===== src/hw/rtl/life_grid_generation_step_macros.svh =====
// Assertion macros for the life grid generation step block.
// Included by files that carry concurrent assertions; depends on nothing else.
`ifndef LIFE_GRID_GENERATION_STEP_MACROS_SVH
`define LIFE_GRID_GENERATION_STEP_MACROS_SVH

// Same-cycle implication, disabled while reset is high.
`define LGS_ASSERT_IMPLIES(label, clk, rst, ante, cons, msg) \
   label: assert property (@(posedge clk) disable iff (rst) (ante) |-> (cons)) \
      else $error(msg);

// Next-cycle implication, disabled while reset is high.
`define LGS_ASSERT_NEXT(label, clk, rst, ante, cons, msg) \
   label: assert property (@(posedge clk) disable iff (rst) (ante) |=> (cons)) \
      else $error(msg);

`endif


===== src/hw/rtl/lgs_pkg.sv =====
// Shared types, constants and helper functions for the life grid block.
// Used by the row memory, the cell rule unit and the top level.
package lgs_pkg;

   localparam int MAX_COLS = 128;
   localparam int MAX_ROWS = 128;

   localparam int COL_W     = $clog2(MAX_COLS);
   localparam int ROW_W     = $clog2(MAX_ROWS);
   localparam int COL_CNT_W = $clog2(MAX_COLS + 1);
   localparam int ROW_CNT_W = $clog2(MAX_ROWS + 1);

   localparam int FUNC_W     = 2;
   localparam int COORD_W    = 7;
   localparam int CELL_W     = 2;
   localparam int GEN_W      = 32;
   localparam int CSR_DATA_W = 8;
   localparam int CSR_IDX_W  = 1;

   typedef logic [CELL_W-1:0] cell_type;
   typedef cell_type [MAX_COLS-1:0] row_type;

   localparam cell_type CELL_EMPTY    = 2'd0;
   localparam cell_type CELL_ALIVE    = 2'd1;
   localparam cell_type CELL_ONCE     = 2'd2;
   localparam cell_type CELL_RESERVED = 2'd3;

   typedef enum logic [FUNC_W-1:0] {
      FUNC_WRITE = 2'd0,
      FUNC_READ  = 2'd1,
      FUNC_STEP  = 2'd2
   } func_type;

   typedef enum logic [CSR_IDX_W-1:0] {
      CSR_COLS = 1'b0,
      CSR_ROWS = 1'b1
   } csr_type;

   typedef struct packed {
      logic             wr_en;
      logic [ROW_W-1:0] wr_addr;
      logic             rd_en;
      logic [ROW_W-1:0] rd_addr;
   } ram_ctl_type;

   // Bit 0 of above and below is the left column, bit 1 the centre, bit 2 the right.
   typedef struct packed {
      logic [2:0] above;
      logic [2:0] below;
      logic       side_l;
      logic       side_r;
      logic       has_left;
      logic       has_right;
      cell_type   centre;
   } nbhd_type;

   function automatic logic [COL_CNT_W-1:0] clamp_cols(input logic [CSR_DATA_W-1:0] v);
      logic [COL_CNT_W-1:0] res;
      if (v == '0) begin
         res = COL_CNT_W'(1);
      end else if (32'(v) > MAX_COLS) begin
         res = COL_CNT_W'(MAX_COLS);
      end else begin
         res = COL_CNT_W'(v);
      end
      return res;
   endfunction

   function automatic logic [ROW_CNT_W-1:0] clamp_rows(input logic [CSR_DATA_W-1:0] v);
      logic [ROW_CNT_W-1:0] res;
      if (v == '0) begin
         res = ROW_CNT_W'(1);
      end else if (32'(v) > MAX_ROWS) begin
         res = ROW_CNT_W'(MAX_ROWS);
      end else begin
         res = ROW_CNT_W'(v);
      end
      return res;
   endfunction

endpackage


===== src/hw/rtl/lgs_cell_rule.sv =====
// Shared cell rule unit: counts live neighbours inside the grid edges and
// gives the next value of one cell. Depends on lgs_pkg.
module lgs_cell_rule (
   input  lgs_pkg::nbhd_type nbhd,
   output lgs_pkg::cell_type cell_next
);
   import lgs_pkg::*;

   logic [2:0] above_m;
   logic [2:0] below_m;
   logic       left_m;
   logic       right_m;
   logic [3:0] live_count;

   assign above_m = nbhd.above & {nbhd.has_right, 1'b1, nbhd.has_left};
   assign below_m = nbhd.below & {nbhd.has_right, 1'b1, nbhd.has_left};
   assign left_m  = nbhd.side_l & nbhd.has_left;
   assign right_m = nbhd.side_r & nbhd.has_right;

   assign live_count = 4'(above_m[0]) + 4'(above_m[1]) + 4'(above_m[2])
                     + 4'(below_m[0]) + 4'(below_m[1]) + 4'(below_m[2])
                     + 4'(left_m) + 4'(right_m);

   always_comb begin
      cell_next = nbhd.centre;
      if (nbhd.centre != CELL_ALIVE && live_count == 4'd3) begin
         cell_next = CELL_ALIVE;
      end else if (nbhd.centre == CELL_ALIVE && (live_count < 4'd2 || live_count > 4'd3)) begin
         cell_next = CELL_ONCE;
      end
   end

endmodule


===== config.mk =====
export PLATFORM = sky130hd
export DESIGN_NAME = lgs_cell_rule
export DESIGN_NICKNAME = d
export VERILOG_FILES = /design/src/hw/rtl/life_grid_generation_step_macros.svh /design/src/hw/rtl/lgs_pkg.sv /design/src/hw/rtl/lgs_cell_rule.sv
export SDC_FILE = /design/constraint.sdc
export NUM_CORES = 1
export LEC_CHECK = 0
export ABC_AREA = 1
export BUFFER_PORTS_ARGS = -buffer_cell sky130_fd_sc_hd__buf_2
export CORE_AREA = 2 2 39 41
export DETAILED_ROUTE_END_ITERATION = 10
export DIE_AREA = 0 0 41 43
export RECOVER_POWER = 100
export SYNTH_ARGS = -nofsm -noshare
export SYNTH_HDL_FRONTEND = slang
export SYNTH_SLANG_ARGS = --single-unit
export TNS_END_PERCENT = 1

===== constraint.sdc =====
create_clock -name vclk -period 4.65
set_input_delay 0 -clock vclk [all_inputs]
set_output_delay 0 -clock vclk [all_outputs]
set_load 0.03 [all_outputs]

Yosys cells after proc, flatten, opt, wreduce, memory -nomap -nowiden
Index checks and enable logic that the tools add are counted.
{"block": "totals", "word_cells": 21, "reg_bits": 0, "mem_bits_ro": 0, "inputBits": 12, "ram_bits": 0, "latch_bits": 0, "n_memories": 0}
{"block": "classes", "order_cmp": 2, "bitwise_logic": 4, "n_reduce_logical": 3, "n_eq_ne": 3, "shifts": 0, "add_sub_neg": 7, "mul": 0, "div": 0, "mux": 2}
{"cell": "4-bit by 1-bit adder with 4-bit output", "n": 4}
{"cell": "3-bit AND", "n": 2}
{"cell": "3-bit by 1-bit adder with 4-bit output", "n": 1}
{"cell": "4-bit by 2-bit equality test with 1-bit output, second input constant", "n": 1}
{"cell": "4-bit by 2-bit greater-than comparator with 1-bit output, second input constant", "n": 1}
{"cell": "4-bit by 2-bit < comparator with 1-bit output, second input constant", "n": 1}
{"cell": "2-bit 2-to-1 mux", "n": 2}
{"cell": "2-bit by 1-bit adder with 3-bit output", "n": 1}
{"cell": "1-bit by 1-bit adder with 2-bit output", "n": 1}
{"cell": "1-bit AND", "n": 2}
{"cell": "2-bit by 1-bit equality test with 1-bit output, second input constant", "n": 1}
{"cell": "1-bit logical AND", "n": 2}
{"cell": "2-bit by 1-bit inequality test with 1-bit output, second input constant", "n": 1}
{"cell": "1-bit logical OR", "n": 1}

Depth between registers and ports, before layout
Gate-level depths: netlist (run 1).
{"block": "depth", "depth_word": 13, "depth_mapped": 14}

Worst setup path before layout (run 1)
OpenSTA, ideal clock, no wires.
{"block": "synth_path", "kind": "input-to-output", "from": "input nbhd[7] (netlist name)", "to": "output cell_next[0]", "path_stages": 13, "t_arrival_ns": 2.781, "path_buffers": 0, "slack_ns": 1.869, "cell_sequence": "inv_1 fa_1 fa_1 fa_1 inv_1 ha_1 inv_1 fa_1 a21oi_2 nand2_1 nand2_1 nand2_1 nand2_1"}
{"block": "synth_via", "elab_chain_len": 10, "elab_cells_between_ends": 13, "classes_between": "add/sub: 4; order compare: 2; eq/ne: 1; mux: 2; bitwise: 1; reduce/logical: 3"}
{"item": "start, declared", "line_no": "lgs_cell_rule.sv:4", "text": "input lgs_pkg::nbhd_type nbhd,"}
{"item": "3-bit AND *", "line_no": "lgs_cell_rule.sv:16", "text": "assign below_m = nbhd.below & {nbhd.has_right, 1'b1, nbhd.has_left};"}
{"item": "4-bit by 1-bit adder with 4-bit output * (2 in a row)", "line_no": "lgs_cell_rule.sv:21", "text": "+ 4'(below_m[0]) + 4'(below_m[1]) + 4'(below_m[2])"}
{"item": "4-bit by 1-bit adder with 4-bit output * (2 in a row)", "line_no": "lgs_cell_rule.sv:22", "text": "+ 4'(left_m) + 4'(right_m);"}
{"item": "4-bit by 2-bit < comparator with 1-bit output / 4-bit by 2-bit greater-than comparator with 1-bit output (equally long branches)", "line_no": "lgs_cell_rule.sv:28", "text": "end else if (nbhd.centre == CELL_ALIVE && (live_count < 4'd2 || live_count > 4'd3)) begin"}
{"item": "1-bit logical OR", "line_no": "lgs_cell_rule.sv:28"}
{"item": "1-bit logical AND", "line_no": "lgs_cell_rule.sv:28"}
{"item": "2-bit 2-to-1 mux", "line_no": "lgs_cell_rule.sv:28"}
{"item": "2-bit 2-to-1 mux *", "line_no": "lgs_cell_rule.sv:26", "text": "if (nbhd.centre != CELL_ALIVE && live_count == 4'd3) begin"}
{"item": "end, declared", "line_no": "lgs_cell_rule.sv:5", "text": "output lgs_pkg::cell_type cell_next"}
Mark *: on every way between the ends. The rest lies on a longest branch, timed or not.

Final worst setup path (run 1)
{"block": "layout_path", "from": "input nbhd[2] (netlist name)", "to": "output cell_next[0]"}
{"block": "layout_via", "elab_chain_len": 12, "elab_cells_between_ends": 17, "classes_between": "add/sub: 6; order compare: 2; eq/ne: 1; mux: 2; bitwise: 3; reduce/logical: 3"}
{"item": "3-bit AND", "line_no": "lgs_cell_rule.sv:15", "text": "assign above_m = nbhd.above & {nbhd.has_right, 1'b1, nbhd.has_left};"}
{"item": "2-bit by 1-bit adder with 3-bit output", "line_no": "lgs_cell_rule.sv:20", "text": "assign live_count = 4'(above_m[0]) + 4'(above_m[1]) + 4'(above_m[2])"}
{"item": "3-bit by 1-bit adder with 4-bit output", "line_no": "lgs_cell_rule.sv:21"}
{"item": "4-bit by 1-bit adder with 4-bit output (2 in a row)", "line_no": "lgs_cell_rule.sv:21"}
{"item": "4-bit by 1-bit adder with 4-bit output", "line_no": "lgs_cell_rule.sv:22"}
{"item": "4-bit by 1-bit adder with 4-bit output *", "line_no": "lgs_cell_rule.sv:22"}
{"item": "4-bit by 2-bit < comparator with 1-bit output / 4-bit by 2-bit greater-than comparator with 1-bit output (equally long branches)", "line_no": "lgs_cell_rule.sv:28"}
{"item": "1-bit logical OR", "line_no": "lgs_cell_rule.sv:28"}
{"item": "1-bit logical AND", "line_no": "lgs_cell_rule.sv:28"}
{"item": "2-bit 2-to-1 mux", "line_no": "lgs_cell_rule.sv:28"}
{"item": "2-bit 2-to-1 mux *", "line_no": "lgs_cell_rule.sv:26"}
Marks and branches as above.

==> qor.yml, run 1 <==
sta:
  post-route-min-period_ps: 3190
  drv_slew: 0
  worst_pin_slew_ps: 365
  setup-violations-final: 0
  rsz0062_at_grt: "false"
  tns_ps: 0
  fmax_mhz: 314
  fin_hold_ws_ps: 362
  slew_headroom_pct: 75.8
  hold_viol: 0
  min_period_over_period_pct: 68.6
setup_path:
  start_kind: "input port"
  cpPeakStageDelay_ps: 560
  cp_max_fo: 3
  cp.required_ps: 4650
  path_buf_inv: 4
  cp-end-kind: "output port"
  cp_slowest_cell: "fa_1"
  cp_top_family: "adder cells"
  crit_chain: "buf_2 > nand2_1 > fa_1 > fa_1 > fa_1 > inv_1 > ha_1 > inv_1 > fa_1 > a21oi_1 > nand2_1 > nand2_1 > nand2_1 > nand2_1 > clkbuf_1"
  critical_path_class: "in -> out"
  worstPathArrival_ps: 3190
  cpMostUsedCell: "nand2_1"
  critical_path_depth: 15
final_layout:
  final_util_pct: 23.9
  design.seq.count: 0
  final_nets: 74
  layout-drive-gt1-share_pct: 24.5
  diodes: 0
  multi_input_area_um2: 193
  fillers: 167
  syn_to_final_growth_pct: 34.7
  clockBufferCount: 0
  regArea_um2: 0
  stdcell_count: 69
synthesis:
  synth_nets: 58
  synth_top_area_cell: "fa_1"
  synth.area.top_cells: "fa_1 (33%), nand2_1 (21%), inv_1 (20%), ha_1 (15%), nand3_1 (4.1%)"
  seq_area_frac_synth_pct: 0
  syn_area_per_cell_um2: 6.29
  synthCells: 39
  synthDistinctLibCells: 7
  synth_top_area_share_pct: 32.7
  netlist_area_um2: 245
  yosys_warnings: 0
power:
  cellLeakagePower_nw: 0.217
  p_sw_share_pct: 61.3
  power_w: 0.0000632
  p_int_w: 0.0000245
  combPwrFrac_pct: 100.0
  power_frac_clock_pct: 0
  power.density_mw_per_mm2: 191
  p_seq_share_pct: 0
  netSwitchingPower_w: 0.0000387
  vdd_drop_max_v: 0.0000436
die:
  die-height_um: 43
  die_x_um: 41
  core_area_mm2: 0.00138
  initial_core_util_pct: 17.7
  fp-row-count: 14
  die_area_mm2: 0.00176
  ios: 14
place:
  portBuffers: 14
  hpwlAfterDp_um: 511
  dpl.cell_count: 69
  gp_congestion: 0.619
detailed_routing:
  vias: 257
  drtPass1Iterations: 1
  viasPerCell: 3.72
  drc_errors: 0
  wl_per_cell_um: 7.51
  drt_iter0_markers: 0
  drt_wl_total_um: 518
  ant_nets: 0
global_routing:
  grt_pass1_wl_um: 793
  grt_antenna_before_repair: 0
  overflow: 0
  grt_pass1_vias: 243
  grt_max_degree: 4
  grt_usage_pct: 6.31
min_path:
  hold_depth: 4
  hp-class: "in -> out"
clocking:
  post_cts_buffers: 0
  cts_hold_buf: 0
  post_cts_resized: 0
run:
  drv_cap: 0
run_status:
  outcome: "finished, final reports clean"
[placed cells by master (no fill, tap or decap)]
| cell | Yosys | routed |
|---|---|---|
| inv_1 | 13 | 13 |
| nor2_1 | 2 | 2 |
| nand3_1 | 2 | 2 |
| buf_2 | 0 | 13 |
| ha_1 | 3 | 3 |
| clkbuf_1 | 0 | 1 |
| a21oi_1 | 0 | 1 |
| fa_1 | 4 | 4 |
| nand2_1 | 14 | 14 |
[worst paths after layout]
check	startpoint	to	slack, ps
setup / recovery	nbhd[2]	cell_next[0]	1460
hold / removal	nbhd[1]	cell_next[1]	360
[layout make-up]
type,count,share of cell area [%]
multi-input combinational,26,58.3
timing repair buffer,14,20.8
inverter,13,14.8
tap,16,6.06
[cells by family (layout without fill, tap and decap cells)]
group,count (synthesis),count (layout),share of synthesized area [%]
fa+ha+maj,7,7,48.0
simple gates,18,18,28.6
compound gates,1,1,3.57
buf+inv,13,27,19.9
[power groups by stage]
stage	Clock, W	Combinational, W	Sequential [W]
6_report	0	0.0000632	0
5_1_grt	0	0.0000735	0
4_1_cts	0	0.0000679	0
3_5_place_dp	0	0.0000677	0
3_3_place_gp	0	0.0000646	0
2_1_floorplan	0	0.0000486	0
[Yosys cell counts]
library cell	number
inv_1	13
nor2_1	2
fa_1	4
nand2_1	14
a21oi_2	1
ha_1	3
nand3_1	2
[worst min-delay path, stage by stage]
cell and delay (ps):
buf_2 90, nand2_1 50, nand2_1 40, buf_2 180
[routing by layer]
metal | vias up | global-route usage (%) | routed length (µm)
li1 | 138 | - | -
met3 | 0 | 0 | 24
met2 | 5 | 15.3 | 318
met4 | 0 | 0 | 0
met5 | - | 0 | 0
met1 | 114 | 4.46 | 174
[per-stage QoR]
step	cell area (µm²)	setup slack, ps
2_1_floorplan	245	1870
3_3_place_gp	335	1670
3_5_place_dp	335	1590
4_1_cts	335	1590
5_1_grt	330	1310
6_report	330	1460
Power figures use the tool's default switching activity.
==> run 2: changes to the inputs <==
clock period = 3.3 ns   (was 4.65 ns; I/O delays follow)
==> run 2 against run 1 <==
Effect of this change: non-clock buffer count did not move; combinational power rose by 37%; flip-flop and latch count stayed put; setup slack lost 1200 ps; clock-buffer cell count stayed put; total power rose by 37%; highest routed layer unchanged; via count grew 0.39%; final cell count is the same; die area did not move; critical path depth is the same; first-iteration DRC count increased by 2; hold slack worse by 0.73 ps; critical path type unchanged.
==> qor.yml, run 2 (same netlist as run 1, synthesis figures left out) <==
global_routing:
  grt_pass1_wl_um: 807  # +1.8%
  grt_antenna_before_repair: 0  # unchanged
  overflow: 0  # unchanged
  grt_pass1_vias: 253  # +4.1%
  grt_max_degree: 4  # unchanged
  grt_usage_pct: 5.92  # -0.39 points
sta:
  worst_pin_slew_ps: 173  # -192 ps
  post-route-min-period_ps: 3020
  rsz0062_at_grt: "false"
  setup-violations-final: 0  # unchanged
  fin_hold_ws_ps: 361  # -0.734 ps
  slew_headroom_pct: 88.5  # +13 points
  fmax_mhz: 331
  hold_viol: 0  # unchanged
  tns_ps: 0  # unchanged
  drv_slew: 0  # unchanged
  min_period_over_period_pct: 91.5
place:
  portBuffers: 14  # unchanged
  gp_congestion: 0.673  # +8.7%
  hpwlAfterDp_um: 407  # -20%
die:
  ios: 14  # unchanged
  die_x_um: 41  # unchanged
  die_area_mm2: 0.00176  # unchanged
  die-height_um: 43  # unchanged
  fp-row-count: 14  # unchanged
  core_area_mm2: 0.00138  # unchanged
  initial_core_util_pct: 17.7  # unchanged
min_path:
  hp-class: "in -> out"
setup_path:
  critical_path_class: "in -> out"
  worstPathArrival_ps: 3020  # -170 ps
  cp.required_ps: 3300  # -1350 ps
  cp-end-kind: "output port"
  start_kind: "input port"
  cp_max_fo: 3  # unchanged
final_layout:
  diodes: 0  # unchanged
  layout-drive-gt1-share_pct: 26.4  # +1.9 points
  final_nets: 74  # unchanged
  syn_to_final_growth_pct: 35.2
  design.seq.count: 0  # unchanged
  final_cell_mix: "nand2_1 (14), inv_1 (13), buf_2 (13)"
  fillers: 158  # -5.4%
  final_common_cell: "nand2_1"
  regArea_um2: 0  # unchanged
  multi_input_area_um2: 193  # unchanged
  clockBufferCount: 0  # unchanged
run:
  drv_cap: 0  # unchanged
detailed_routing:
  drtPass1Iterations: 2  # +1
  wl_per_cell_um: 5.96  # -21%
  viasPerCell: 3.74  # +0.39%
  vias: 258  # +0.39%
  drc_errors: 0  # unchanged
  drt_iter0_markers: 2  # +2
  drt_wl_total_um: 411  # -21%
  ant_nets: 0  # unchanged
power:
  vdd_drop_max_v: 0.0000560  # +29%
  power.density_mw_per_mm2: 261  # +36%
  cellLeakagePower_nw: 0.220  # +1.4%
clocking:
  post_cts_buffers: 0  # unchanged
  cts_hold_buf: 0  # unchanged
  post_cts_resized: 0  # unchanged
run_status:
  outcome: "finished, final reports clean"
==> run 2: worst paths after layout <==
check	startpoint	to	depth (start not counted)
worst max-delay path	nbhd[2]	cell_next[0]	15
worst min-delay path	nbhd[1]	cell_next[1]	4
==> run 2: through the flow <==
stage	total power [W]	utilization [%]	worst slack [ps]	cell area [µm²]	std cells
after detailed placement	0.0000912	24.2	304	335	69
final	0.0000866	24.0	280	332	69
after CTS	0.0000919	24.2	301	335	69
after global routing	0.000103	24.0	78.8	332	69
after global placement	0.0000902	24.2	339	335	69
after floorplan	0.0000685	-	519	245	39
==> run 2: cell type report <==
type | count | share of cell area [%]
multi-input combinational | 26 | 58.1
timing repair buffer | 14 | 21.1
tap | 16 | 6.04
inverter | 13 | 14.7
==> run 2: critical path, stage by stage <==
cell	delay [ps]
buf_2	100
nand2_1	60
fa_1	460
fa_1	510
fa_1	550
inv_1	40
ha_1	200
inv_1	70
fa_1	410
a21oi_1	170
nand2_1	80
nand2_1	70
nand2_1	50
nand2_1	50
clkbuf_2	200
==> run 2: report_power, final <==
part	switching (W)	internal [W]	total, W	leakage [nW]
logic	0.0000520	0.0000345	0.0000866	0.220
registers	0	0	0	0
clock network	0	0	0	0
total	0.0000520	0.0000345	0.0000866	0.220
==> run 2: layer usage <==
layer | routed length, µm | global-route usage (%) | vias to the layer above
met1 | 172 | 7.05 | 115
met2 | 213 | 11.6 | 5
met3 | 25 | 0 | 0
met4 | 0 | 0 | 0
li1 | - | - | 138
met5 | 0 | 0 | -
==> run 3: changes to the inputs <==
PLACE_DENSITY = 0.4   (was not set)
==> run 3 against run 2 <==
Effect of this change: clock-buffer cell count did not move; largest cell class unchanged; sequential share of layout area did not move; die area stayed put; via count is 0.39% higher; setup slack improved by 1.7 ps; final cell count unchanged.
==> qor.yml, run 3 (same netlist as run 1, synthesis figures left out) <==
run_status:
  outcome: "finished, final reports clean"
final_layout:
  syn_to_final_growth_pct: 35.2  # unchanged
  diodes: 0  # unchanged
  final_cell_mix: "nand2_1 (14), inv_1 (13), buf_2 (13)"
  design.seq.count: 0  # unchanged
  final_util_pct: 24.0  # unchanged
  final_common_cell: "nand2_1"
  regArea_um2: 0  # unchanged
  layout-drive-gt1-share_pct: 26.4  # unchanged
  final_nets: 74  # unchanged
  clockBufferCount: 0  # unchanged
sta:
  rsz0062_at_grt: "false"
  fmax_mhz: 331  # about the same
  fin_hold_ws_ps: 360  # -0.526 ps
  worst_pin_slew_ps: 172  # -1.30 ps
  slew_headroom_pct: 88.6  # about the same
  min_period_over_period_pct: 91.5  # about the same
  setup-violations-final: 0  # unchanged
  tns_ps: 0  # unchanged
  hold_viol: 0  # unchanged
  fin_ws_ps: 282  # +1.75 ps
  post-route-min-period_ps: 3020  # -1.75 ps
  drv_slew: 0  # unchanged
detailed_routing:
  ant_nets: 0  # unchanged
  vias: 259  # +0.39%
  viasPerCell: 3.75  # +0.39%
  drt_wl_total_um: 400  # -2.7%
  wl_per_cell_um: 5.80  # -2.7%
  drt_iter0_markers: 2  # unchanged
  drtPass1Iterations: 4  # +2
  drc_errors: 0  # unchanged
global_routing:
  grt_antenna_before_repair: 0  # unchanged
  grt_usage_pct: 5.51  # -0.41 points
  overflow: 0  # unchanged
  grt_pass1_wl_um: 731  # -9.4%
  grt_max_degree: 4  # unchanged
  grt_pass1_vias: 241  # -4.7%
power:
  cellLeakagePower_nw: 0.220  # unchanged
  power_w: 0.0000860  # -0.65%
  vdd_drop_max_v: 0.0000354  # -37%
  power.density_mw_per_mm2: 259  # -0.65%
setup_path:
  cp.required_ps: 3300  # about the same
  worstPathArrival_ps: 3020  # about the same
  crit_start: "nbhd[2]"
  cp-end-kind: "output port"
  start_kind: "input port"
  critical_path_class: "in -> out"
  cp_max_fo: 3  # unchanged
min_path:
  hold_path_startpoint: "nbhd[1]"
  hp-class: "in -> out"
die:
  ios: 14  # unchanged
  initial_core_util_pct: 17.7  # unchanged
  die_x_um: 41  # unchanged
  die_area_mm2: 0.00176  # unchanged
  core_area_mm2: 0.00138  # unchanged
  fp-row-count: 14  # unchanged
  die-height_um: 43  # unchanged
place:
  place_ws_ps: 298  # -5.69 ps
  gp_congestion: 0.598  # -11%
  hpwlAfterDp_um: 410  # +0.74%
  portBuffers: 14  # unchanged
clocking:
  post_cts_resized: 0  # unchanged
  cts_hold_buf: 0  # unchanged
  post_cts_buffers: 0  # unchanged
run:
  drv_cap: 0  # unchanged
-- run 3: cell counts in the layout (fill, tap and decap cells not counted) --
Identical to the previous run, type by type.
-- run 3: final cells by class --
class	instances	area, µm²
fill	168	1050
multi-input combinational	26	193
timing repair buffer	14	70.1
inverter	13	48.8
tap	16	20.0
-- run 3: path summary, 6_finish.rpt --
path | end | slack [ps] | cells past startpoint
setup / recovery | cell_next[0] | 280 | 15
hold / removal | cell_next[1] | 360 | 4
-- run 3: per-layer routing --
layer | GRT usage [%] | wire (µm) | vias up
met5 | 0 | 0 | -
met4 | 0 | 0 | 0
met3 | 0 | 17 | 0
met2 | 12.8 | 215 | 4
met1 | 4.47 | 167 | 117
li1 | - | - | 138
-- run 3: per-stage QoR --
step / std cells / area [µm²]
final: 69 / 332
after global routing: 69 / 332
after detailed placement: 69 / 335
after CTS: 69 / 335
after floorplan: 39 / 245
after global placement: 69 / 335
-- run 3: critical path: stages --
cell and delay (ps):
buf_2 90, nand2_1 60, fa_1 460, fa_1 520, fa_1 550, inv_1 40, ha_1 200, inv_1 70
fa_1 400, a21oi_1 170, nand2_1 70, nand2_1 70, nand2_1 50, nand2_1 50, clkbuf_2 200
-- run 3: where the power goes --
part / internal [W] / switching [W] / leakage (nW)
clock: 0 / 0 / 0
combinational: 0.0000346 / 0.0000514 / 0.220
sequential: 0 / 0 / 0
total: 0.0000346 / 0.0000514 / 0.220
